==> src/rtl/core/link_control_word_parser_assert.svh <==
// Assertion macros for the link control word parser.
`ifndef LINK_CONTROL_WORD_PARSER_ASSERT_SVH
`define LINK_CONTROL_WORD_PARSER_ASSERT_SVH
`ifndef ASSERT_OFF
`define LCWP_ASSERT(label, clk, rst_n, prop) \
  label: assert property (@(posedge clk) disable iff (!rst_n) (prop)) else $error("%m failed");
`define LCWP_ASSERT_NEXT(label, clk, rst_n, ante, cons) \
  label: assert property (@(posedge clk) disable iff (!rst_n) (ante) |=> (cons)) else $error("%m failed");
`else
`define LCWP_ASSERT(label, clk, rst_n, prop)
`define LCWP_ASSERT_NEXT(label, clk, rst_n, ante, cons)
`endif
`endif

==> src/rtl/core/lcwp_pkg.sv <==
// Package with types, constants and helpers of the link control word parser.
`timescale 1ns / 1ps
package lcwp_pkg;
  localparam int AliasMaxChars = 21;
  localparam int BlockChars    = 7;
  localparam int StoreDepth    = 22;

  localparam logic [5:0] OpGroupVoice = 6'h00;
  localparam logic [5:0] OpUnitToUnit = 6'h03;
  localparam logic [5:0] OpRegroup    = 6'h0A;
  localparam logic [5:0] OpAliasHdr   = 6'h15;
  localparam logic [5:0] OpAliasBlk1  = 6'h16;
  localparam logic [5:0] OpAliasBlk2  = 6'h17;
  localparam logic [5:0] OpAliasBlk3  = 6'h18;

  localparam logic [1:0] KindNone  = 2'd0;
  localparam logic [1:0] KindGroup = 2'd1;
  localparam logic [1:0] KindUnit  = 2'd2;
  localparam logic [1:0] KindRegrp = 2'd3;

  typedef enum logic [2:0] {
    CmdNone, CmdClear, CmdVoice, CmdUnit, CmdHeader, CmdBlock
  } cmd_e;

  // Classified word handed from the front end to the executor.
  typedef struct packed {
    cmd_e        cmd;
    logic        valid_word;  // word passed FEC (timeout check applies)
    logic        regroup;
    logic [1:0]  blk;         // block number 1..3
    logic [55:0] info;
    logic [61:0] now;
  } op_t;

  localparam int OpW = $bits(op_t);

  // Input beat data: lco, mfid, info_bytes, fec_ok, now_us (req_type travels in tuser).
  localparam int InW  = 8 + 8 + 56 + 1 + 62;
  localparam int InTW = ((InW + 7) / 8) * 8;
  // Output beat fields.
  localparam int OutW  = 1 + 2 + 8 + 16 + 24 + 24 + 16 + 1 + 5 + 3 * 56;
  localparam int OutTW = ((OutW + 7) / 8) * 8;

  function automatic logic [7:0] info_byte(logic [55:0] info, int k);
    return info[8 * (6 - k) +: 8];
  endfunction
endpackage

==> src/rtl/core/lcwp_front.sv <==
// Front end: accepts input beats, classifies them and pushes commands.
`timescale 1ns / 1ps
module lcwp_front import lcwp_pkg::*; (
  input  logic            clk_i,
  input  logic            rst_ni,
  input  logic            s_valid_i,
  output logic            s_ready_o,
  input  logic [InTW-1:0] s_data_i,
  input  logic            s_user_i,
  output logic            q_valid_o,
  input  logic            q_ready_i,
  output op_t             q_op_o
);
  logic        req_type, fec_ok;
  logic [7:0]  lco, mfid;
  logic [55:0] info;
  logic [61:0] now;
  logic [5:0]  op;
  logic        std;
  op_t         op_d, op_q;
  logic        vld_q;

  assign req_type = s_user_i;
  assign lco      = s_data_i[7:0];
  assign mfid     = s_data_i[15:8];
  assign info     = s_data_i[71:16];
  assign fec_ok   = s_data_i[72];
  assign now      = s_data_i[134:73];
  assign op       = lco[5:0];
  assign std      = (mfid == 8'h00) || (mfid == 8'h01);

  always_comb begin
    op_d            = '0;
    op_d.info       = info;
    op_d.now        = now;
    op_d.cmd        = CmdNone;
    op_d.valid_word = 1'b0;
    op_d.regroup    = (op == OpRegroup);
    op_d.blk        = op[1:0] - 2'd1;
    if (req_type) begin
      op_d.cmd = CmdClear;
    end else if (fec_ok) begin
      op_d.valid_word = 1'b1;
      if (std) begin
        case (op)
          OpGroupVoice, OpRegroup:               op_d.cmd = CmdVoice;
          OpUnitToUnit:                          op_d.cmd = CmdUnit;
          OpAliasHdr:                            op_d.cmd = CmdHeader;
          OpAliasBlk1, OpAliasBlk2, OpAliasBlk3: op_d.cmd = CmdBlock;
          default:                               op_d.cmd = CmdNone;
        endcase
      end
      if (op == OpAliasBlk3) op_d.blk = 2'd3;
      else if (op == OpAliasBlk1) op_d.blk = 2'd1;
      else op_d.blk = 2'd2;
    end
  end

  // One-entry queue between front and back.
  assign s_ready_o = !vld_q || q_ready_i;
  assign q_valid_o = vld_q;
  assign q_op_o    = op_q;

  always_ff @(posedge clk_i or negedge rst_ni) begin
    if (!rst_ni) begin
      vld_q <= 1'b0;
    end else if (s_ready_o) begin
      vld_q <= s_valid_i;
    end
  end

  always_ff @(posedge clk_i) begin
    if (s_ready_o && s_valid_i) begin
      op_q <= op_d;
    end
  end
endmodule

==> src/rtl/core/lcwp_back.sv <==
// Back end: executes commands on the call record and alias store.
`timescale 1ns / 1ps
module lcwp_back import lcwp_pkg::*; (
  input  logic             clk_i,
  input  logic             rst_ni,
  input  logic             cfg_we_i,
  input  logic [31:0]      cfg_wdata_i,
  input  logic             q_valid_i,
  output logic             q_ready_o,
  input  op_t              q_op_i,
  output logic             m_valid_o,
  input  logic             m_ready_i,
  output logic [OutTW-1:0] m_data_o
);
  logic [31:0] tmo_q;
  logic [1:0]  kind_q, kind_d;
  logic [7:0]  svc_q, svc_d;
  logic [15:0] grp_q, grp_d, sgrp_q, sgrp_d, ltg_q, ltg_d;
  logic [23:0] src_q, src_d, tgt_q, tgt_d, lsrc_q, lsrc_d;
  logic [4:0]  exp_q, exp_d, fill_q, fill_d;
  logic [3:0]  seen_q, seen_d;
  logic        done_q, done_d;
  logic [61:0] start_q, start_d;
  logic [7:0]  store_q [StoreDepth];
  logic [7:0]  store_d [StoreDepth];
  logic        handled;
  logic        fire;
  logic        out_vld_q;
  logic [OutTW-1:0] out_q;

  logic [15:0] tg;
  logic [23:0] src;
  logic [62:0] diff;
  logic [4:0]  offset, len, take, written;
  logic        stop;
  logic [3:0]  bit_m;
  logic [7:0]  c;
  logic [7:0]  hdr_len;

  assign q_ready_o = !out_vld_q || m_ready_i;
  assign fire      = q_valid_i && q_ready_o;
  assign tg        = {info_byte(q_op_i.info, 2), info_byte(q_op_i.info, 3)};
  assign src       = q_op_i.info[23:0];
  assign diff      = {1'b0, q_op_i.now} - {1'b0, start_q};
  assign hdr_len   = info_byte(q_op_i.info, 1);

  always_comb begin
    kind_d = kind_q; svc_d = svc_q; grp_d = grp_q; sgrp_d = sgrp_q;
    src_d = src_q; tgt_d = tgt_q; ltg_d = ltg_q; lsrc_d = lsrc_q;
    exp_d = exp_q; seen_d = seen_q; fill_d = fill_q; done_d = done_q;
    start_d = start_q;
    for (int i = 0; i < StoreDepth; i++) store_d[i] = store_q[i];
    handled = 1'b0;
    offset = '0; len = '0; take = '0; written = '0; stop = 1'b0;
    bit_m = '0; c = '0;
    if (q_op_i.cmd == CmdClear) begin
      kind_d = KindNone; svc_d = '0; grp_d = '0; src_d = '0; tgt_d = '0;
      sgrp_d = '0;
      exp_d = '0; seen_d = '0; fill_d = '0; done_d = 1'b0; start_d = '0;
      store_d[0] = '0;
    end else if (q_op_i.valid_word) begin
      if (exp_q != '0 && !done_q && !diff[62] && diff[61:0] > {30'd0, tmo_q}) begin
        exp_d = '0; seen_d = '0; fill_d = '0; done_d = 1'b0; start_d = '0;
        store_d[0] = '0;
      end
      case (q_op_i.cmd)
        CmdVoice: begin
          handled = 1'b1;
          if ((ltg_q != '0 && tg != '0 && ltg_q != tg) ||
              (lsrc_q != '0 && src != '0 && lsrc_q != src)) begin
            exp_d = '0; seen_d = '0; fill_d = '0; done_d = 1'b0; start_d = '0;
            store_d[0] = '0;
          end
          svc_d  = info_byte(q_op_i.info, 0);
          kind_d = q_op_i.regroup ? KindRegrp : KindGroup;
          grp_d  = tg;
          if (q_op_i.regroup) sgrp_d = tg;
          src_d  = src;
          tgt_d  = '0;
          if (tg != '0) ltg_d = tg;
          if (src != '0) lsrc_d = src;
        end
        CmdUnit: begin
          handled = 1'b1;
          svc_d  = info_byte(q_op_i.info, 0);
          kind_d = KindUnit;
          tgt_d  = q_op_i.info[47:24];
          src_d  = src;
          grp_d  = '0;
          if (src != '0) lsrc_d = src;
        end
        CmdHeader: begin
          handled = 1'b1;
          len = (hdr_len == 8'd0 || hdr_len > 8'(AliasMaxChars)) ?
                5'(AliasMaxChars) : hdr_len[4:0];
          exp_d = len; seen_d = 4'b0001; fill_d = '0; done_d = 1'b0;
          start_d = q_op_i.now;
          store_d[0] = '0;
        end
        CmdBlock: begin
          handled = 1'b1;
          bit_m  = 4'(1) << q_op_i.blk;
          offset = 5'(q_op_i.blk - 2'd1) * 5'(BlockChars);
          // Header state after a possible timeout reset this same beat.
          if (exp_d != '0 && (seen_d & bit_m) == '0 && offset < exp_d) begin
            take = (exp_d - offset > 5'(BlockChars)) ? 5'(BlockChars) : exp_d - offset;
            for (int i = 0; i < BlockChars; i++) begin
              c = info_byte(q_op_i.info, i);
              if (!stop && 5'(i) < take && 5'(offset + 5'(i)) < 5'(AliasMaxChars) &&
                  c >= 8'h20 && c <= 8'h7E) begin
                store_d[offset + 5'(i)] = c;
                written = written + 5'd1;
              end else begin
                stop = 1'b1;
              end
            end
            if (offset + written < 5'(StoreDepth)) store_d[offset + written] = '0;
            seen_d = seen_d | bit_m;
            if (offset + written > fill_d) fill_d = offset + written;
            if (fill_d >= exp_d) done_d = 1'b1;
          end
        end
        default: handled = 1'b0;
      endcase
    end
  end

  always_ff @(posedge clk_i or negedge rst_ni) begin
    if (!rst_ni) begin
      tmo_q <= 32'd1000000;
      kind_q <= '0; svc_q <= '0; grp_q <= '0; sgrp_q <= '0; src_q <= '0;
      tgt_q <= '0; ltg_q <= '0; lsrc_q <= '0; exp_q <= '0; seen_q <= '0;
      fill_q <= '0; done_q <= 1'b0; start_q <= '0;
      for (int i = 0; i < StoreDepth; i++) store_q[i] <= '0;
      out_vld_q <= 1'b0;
    end else begin
      if (cfg_we_i) tmo_q <= cfg_wdata_i;
      if (q_ready_o) out_vld_q <= q_valid_i;
      if (fire) begin
        kind_q <= kind_d; svc_q <= svc_d; grp_q <= grp_d; sgrp_q <= sgrp_d;
        src_q <= src_d; tgt_q <= tgt_d; ltg_q <= ltg_d; lsrc_q <= lsrc_d;
        exp_q <= exp_d; seen_q <= seen_d; fill_q <= fill_d; done_q <= done_d;
        start_q <= start_d;
        for (int i = 0; i < StoreDepth; i++) store_q[i] <= store_d[i];
      end
    end
  end

  always_ff @(posedge clk_i) begin
    if (fire) begin
      out_q <= OutTW'({
        store_d[14], store_d[15], store_d[16], store_d[17], store_d[18],
        store_d[19], store_d[20],
        store_d[7], store_d[8], store_d[9], store_d[10], store_d[11],
        store_d[12], store_d[13],
        store_d[0], store_d[1], store_d[2], store_d[3], store_d[4],
        store_d[5], store_d[6],
        fill_d, done_d, sgrp_d, tgt_d, src_d, grp_d, svc_d, kind_d, handled});
    end
  end

  assign m_valid_o = out_vld_q;
  assign m_data_o  = out_q;
endmodule

==> src/rtl/core/link_control_word_parser.sv <==
// Link control word parser: classifies words and keeps call record and talker alias.
// Each input beat gives exactly one output beat. The block takes one beat per cycle while
// neither side stalls. A result is registered first in the front classifier's one-entry
// queue, then in the executor that updates the call record and the 22-byte alias store
// and registers the whole result. Either side may stall without losing beats.
// A clear request is marked by tuser; its data bits are ignored.
`timescale 1ns / 1ps
`include "link_control_word_parser_assert.svh"
module link_control_word_parser import lcwp_pkg::*; (
  input  logic             clk_i,
  input  logic             rst_ni,
  input  logic             cfg_we_i,
  input  logic [31:0]      cfg_wdata_i,    // alias_timeout_us
  input  logic             s_axis_tvalid,
  output logic             s_axis_tready,
  // lco, mfid, info_bytes, fec_ok, now_us (low bit up)
  input  logic [InTW-1:0]  s_axis_tdata,
  // req_type
  input  logic             s_axis_tuser,
  output logic             m_axis_tvalid,
  input  logic             m_axis_tready,
  // handled, call_kind, service_options, talkgroup, source, target,
  // patch_supergroup, alias_ready, alias_length, alias_chars_a/b/c (low bit up)
  output logic [OutTW-1:0] m_axis_tdata
);
  logic q_valid, q_ready;
  op_t  q_op;

  lcwp_front u_front (
    .clk_i, .rst_ni,
    .s_valid_i(s_axis_tvalid), .s_ready_o(s_axis_tready), .s_data_i(s_axis_tdata),
    .s_user_i(s_axis_tuser),
    .q_valid_o(q_valid), .q_ready_i(q_ready), .q_op_o(q_op)
  );

  lcwp_back u_back (
    .clk_i, .rst_ni, .cfg_we_i, .cfg_wdata_i,
    .q_valid_i(q_valid), .q_ready_o(q_ready), .q_op_i(q_op),
    .m_valid_o(m_axis_tvalid), .m_ready_i(m_axis_tready), .m_data_o(m_axis_tdata)
  );

  `LCWP_ASSERT_NEXT(a_out_hold, clk_i, rst_ni, m_axis_tvalid && !m_axis_tready, m_axis_tvalid && $stable(m_axis_tdata))
  `LCWP_ASSERT(a_ready_gt, clk_i, rst_ni, (!m_axis_tvalid || m_axis_tready) |-> q_ready)
  `LCWP_ASSERT_NEXT(a_q_to_out, clk_i, rst_ni, q_valid && q_ready, m_axis_tvalid)
endmodule

==> config.mk <==
export PLATFORM = sky130hd
export DESIGN_NAME = link_control_word_parser
export DESIGN_NICKNAME = d
export VERILOG_FILES = /design/src/rtl/core/lcwp_pkg.sv /design/src/rtl/core/lcwp_front.sv /design/src/rtl/core/lcwp_back.sv /design/src/rtl/core/link_control_word_parser.sv
export VERILOG_INCLUDE_DIRS = /design/src /design/src/rtl/core
export SDC_FILE = /design/constraint.sdc
export NUM_CORES = 2
export LEC_CHECK = 0
export ABC_AREA = 1
export BUFFER_PORTS_ARGS = -buffer_cell sky130_fd_sc_hd__buf_2
export CELL_PAD_IN_SITES_DETAIL_PLACEMENT = 0
export CELL_PAD_IN_SITES_GLOBAL_PLACEMENT = 2
export CORE_MARGIN = 2
export CORE_UTILIZATION = 30
export DETAILED_ROUTE_END_ITERATION = 8
export HOLD_SLACK_MARGIN = 0.06
export PLACE_DENSITY_LB_ADDON = 0.25
export SLEW_MARGIN = 20
export SYNTH_ARGS = -nofsm -noshare
export SYNTH_HDL_FRONTEND = slang
export SYNTH_SLANG_ARGS = --single-unit
==> constraint.sdc <==
create_clock -name clk_i -period 11.95 [get_ports clk_i]
set_input_delay 0.5975 -clock clk_i [delete_from_list [all_inputs] [get_ports clk_i]]
set_output_delay 0.5975 -clock clk_i [all_outputs]
set_load 0.03 [all_outputs]
==> reports/summary.txt <==
Worst Path Max Fanout - 6
Leakage component of the power - 26.2 nW
Global-route usage over all layers - 28.9%
Area of the core - 0.162 sq mm
Total wire length - 248,000 microns
Number of placed cells counting well taps - 8,934
Setup clock skew after layout - 0.0623 ns
Hold Violations, Final - 0
Portion of the clock cycle consumed by the worst path in the final layout - 93.5%
Number of antenna violations at the first check in global routing - 19
Die X-Extent - 408 microns
Number of synthesized flops with an enable pin - 390
Max-Slew Margin vs Limit - 17.5%
Clock Path Buffers - 3
Area enclosed by the die boundary - 0.167 sq mm
Largest net degree at the start of global routing - 172
Post-synthesis cell type count - 67
Most common cell in the synthesized netlist - sky130_fd_sc_hd__nand2_1
Predominant post-synthesis flop cell - sky130_fd_sc_hd__dfrtp_1
Yosys Warn Count - 0
Placement-stage worst setup slack - 0.264 ns
Standard-cell rows - 148
Area grow syn2layout - 20.1%
Syn Std Cell Area - 0.0490 sq mm
Post-CTS clock slew at the launch and capture registers of the worst setup and hold paths - 0.06 ns
Overall power consumption - 10.0 mW
Cell type of the slowest stage on the worst timing path - sky130_fd_sc_hd__nor2_1
Iteration count of the initial detailed-routing pass - 6
Worst setup SP type - flip-flop
Total via count in the routed design - 48,900
Post-route standard cell area excluding fillers - 0.0589 sq mm
Die Y-Extent - 408 microns
Max Clock Freq - 89.5 MHz
Num Clock Sinks - 799
Drt drc - 0
Number of buffers added on ports - 436
Worst EP required - 12.59 ns
Final Max Tran Viols - 0
Category of the worst setup path capture point - flip-flop
Data arrival at the endpoint of the critical path - 11.81 ns
CTS Root Cell - sky130_fd_sc_hd__clkbuf_16
Sw Ratio - 40.0%
Wire length of the first global-routing pass - 348,000 microns
Crit path largest cell delay - 0.61 ns
Result of the run - finished, final reports clean
Global placement routability congestion - 0.999
Fraction of layout cells with a size suffix above 1 - 13.0%
Number of nets in the finished design - 7,319
ANT nets after route - 0
Fraction of registers with async set or reset after synthesis - 51.2%
Initial Utilization - 30.2%
Combinational share of power - 34.6%
Kind of critical path - flip-flop to flip-flop
Pint - 6.03 mW
Vias in the first global route - 46,400
Min Tclk post-route - 11.17 ns
Most area-hungry cell type in the Yosys netlist - sky130_fd_sc_hd__edfxtp_1
Switching power - 4.01 mW
Worst skew pair latency - 0.78 ns
Post-Syn Area per Cell - 7.57 sq um
Transition at the pin with the smallest max-transition slack - 1.24 ns
Seq/Total Area, Yosys - 44.8%
Average vias per placed instance - 5.28
Power per cell area - 171 mW/mm^2
Cell with the most instances on the worst path - sky130_fd_sc_hd__nand2_1
Max cap viols - 0
Global route overflow - 0
Estimated wirelength of the detail-placed design - 177,000 microns
TritonCTS clock tree - built
Number of synthesized register bits - 799
Average wire per standard cell - 26.8 microns
Share of Yosys cell area claimed by the top area cell type - 23.9%
Leading post-synthesis cells by cell area - sky130_fd_sc_hd__edfxtp_1 (24%), sky130_fd_sc_hd__dfrtp_1 (21%), sky130_fd_sc_hd__nand2_1 (14%)
Sequential cell fraction of total power - 36.7%
Non-filler cells in the finished layout - 9,274
Worst supply voltage drop on vdd - 0.116 mV
Power share of the clock group - 28.7%
Number of buffers inserted during clock tree synthesis - 95
Hold crit path type - primary input to flip-flop
Top-level port count - 448
Placed Instance Area - 0.0539 sq mm
Synth cell count leaders - sky130_fd_sc_hd__nand2_1 (1,799), sky130_fd_sc_hd__o21ai_0 (843), sky130_fd_sc_hd__inv_1 (815)
Number of cells produced by synthesis - 6,476
Final setup margin - 0.778 ns
CTS H-Tree Depth - 3
Drt first-iter violations - 5,477
# setup viols final - 0
[registers in the layout, summed over array words and instances (netlist names)]
| register | count |
|---|---|
| u_back.exp_q | 5 |
| u_back.m_valid_o | 1 |
| u_back.grp_q | 16 |
| u_back.start_q | 62 |
| u_back.store_q | 168 |
| u_back.src_q | 24 |
| u_back.done_q | 1 |
| u_back.tgt_q | 24 |
| u_front.q_op_o | 125 |
| u_back.ltg_q | 16 |
| u_back.sgrp_q | 16 |
| u_back.svc_q | 8 |
| u_back.tmo_q | 32 |
| u_back.fill_q | 5 |
| u_back.lsrc_q | 24 |
| u_back.kind_q | 2 |
| u_front.q_valid_o | 1 |
| u_back.seen_q | 4 |
| u_back.m_data_o | 265 |
[timing repair]
item | in CTS | in global routing
endpoints found under the hold margin | 210 | 0
setup endpoints to repair | 0 | 345
resized for setup | 0 | 108
buffers inserted | 0 | 5
hold buffers | 149 | 0
[layout by cell type, fill, tap and decap left out, drive strengths merged, types with 6 or more instances in the layout]
| cell type | count |
|---|---|
| nand2 | 1812 |
| o21ai | 887 |
| inv | 838 |
| buf | 594 |
| nor2 | 476 |
| dfrtp | 402 |
| edfxtp | 390 |
| a21oi | 343 |
| nand3 | 209 |
| dlygate4sd3 | 149 |
| ha | 132 |
| clkbuf | 127 |
| o211ai | 117 |
| o22ai | 116 |
| xor2 | 66 |
| o221ai | 58 |
| clkinv | 51 |
| nand4 | 46 |
| a22oi | 43 |
| nor4 | 37 |
| nor3 | 35 |
| a31oi | 21 |
| a221oi | 17 |
| o21bai | 12 |
| a22o | 12 |
| nand3b | 11 |
| clkinvlp | 10 |
| a211oi | 8 |
| xnor2 | 7 |
| o21a | 7 |
| a32oi | 7 |
| conb | 7 |
| dfstp | 7 |
| diode | 6 |
[stage by stage]
stage / TNS, ns / hold slack, ns / utilization, %
floorplan: 0 / 0.302 / -
global placement: 0 / 0.457 / 33.2
detailed placement: 0 / 0.461 / 33.2
CTS: 0 / 0.0646 / 36.0
global route: -0.0527 / 0.0605 / 36.2
finish: 0 / 0.122 / 36.2
[cells by family (layout without fill, tap and decap cells)]
logic type	Yosys count	count (layout)	synth area share [%]
AOI/OAI and AO/OA	1665	1665	19.4
other	1	13	0.00765
adders and majority gates	135	135	3.49
xor gates and xnor gates	73	73	1.30
muxes	4	4	0.0868
and+or+nand+nor	2639	2639	21.8
DFF	799	799	44.8
buffers and inverters	1160	1771	9.15
[power by group through the flow]
stage               logic (mW)  clock network [mW]  registers (mW)
finish                    3.48                2.88            3.69
detailed placement        3.35                   0            3.73
floorplan                 1.81                   0            4.01
global route              3.80                3.05            3.73
CTS                       3.41                2.95            3.68
global placement          3.34                   0            3.73
[layout make-up]
type                            count  area, sq um
Timing Repair Buffer              743         4920
Clock buffer                      127         2550
Antenna cell                        6         15.0
Tap cell                         2175         2720
Sequential cell                   799        22000
Clock inverter                     53          457
Fill cell                       17400       104000
Multi-Input combinational cell   4523        23000
Inverter                          848         3200
[metal layers]
| layer | GRT usage, % | wire length, microns | up-vias |
|---|---|---|---|
| li1 | - | - | 22700 |
| met1 | 38.5 | 105000 | 23700 |
| met2 | 46.1 | 113000 | 2067 |
| met3 | 4.65 | 17700 | 488 |
| met4 | 13.2 | 12800 | 4 |
| met5 | 0 | 27 | - |
[final timing paths]
kind	cells past startpoint	slack, ns	end	from
max	74	0.78	u_back.store_q[110]$_DFFE_PN0P_	u_front.q_op_o[21]$_DFFE_PP_
max reg2reg	74	0.78	u_back.store_q[110]$_DFFE_PN0P_	u_front.q_op_o[21]$_DFFE_PP_
min reg2reg	2	0.47	u_back.grp_q[0]$_DFFE_PN0P_	u_back.grp_q[0]$_DFFE_PN0P_
max in group asynchronous	4	9.29	u_back.grp_q[6]$_DFFE_PN0P_	rst_ni
min	1	0.12	u_front.q_op_o[61]$_DFFE_PP_	s_axis_tdata[134]
min in group asynchronous	2	0.41	u_back.src_q[2]$_DFFE_PN0P_	rst_ni
[worst max-delay path, delay by kind of cell (launching register included)]
family	cells	cell delay (ns)
fa+ha+maj	9	2.41
buf+inv	12	1.18
compound gates	11	1.71
flops	1	0.45
simple gates	38	4.47
xor+xnor	4	0.84
No activity file was read; power rests on OpenSTA's default activity.
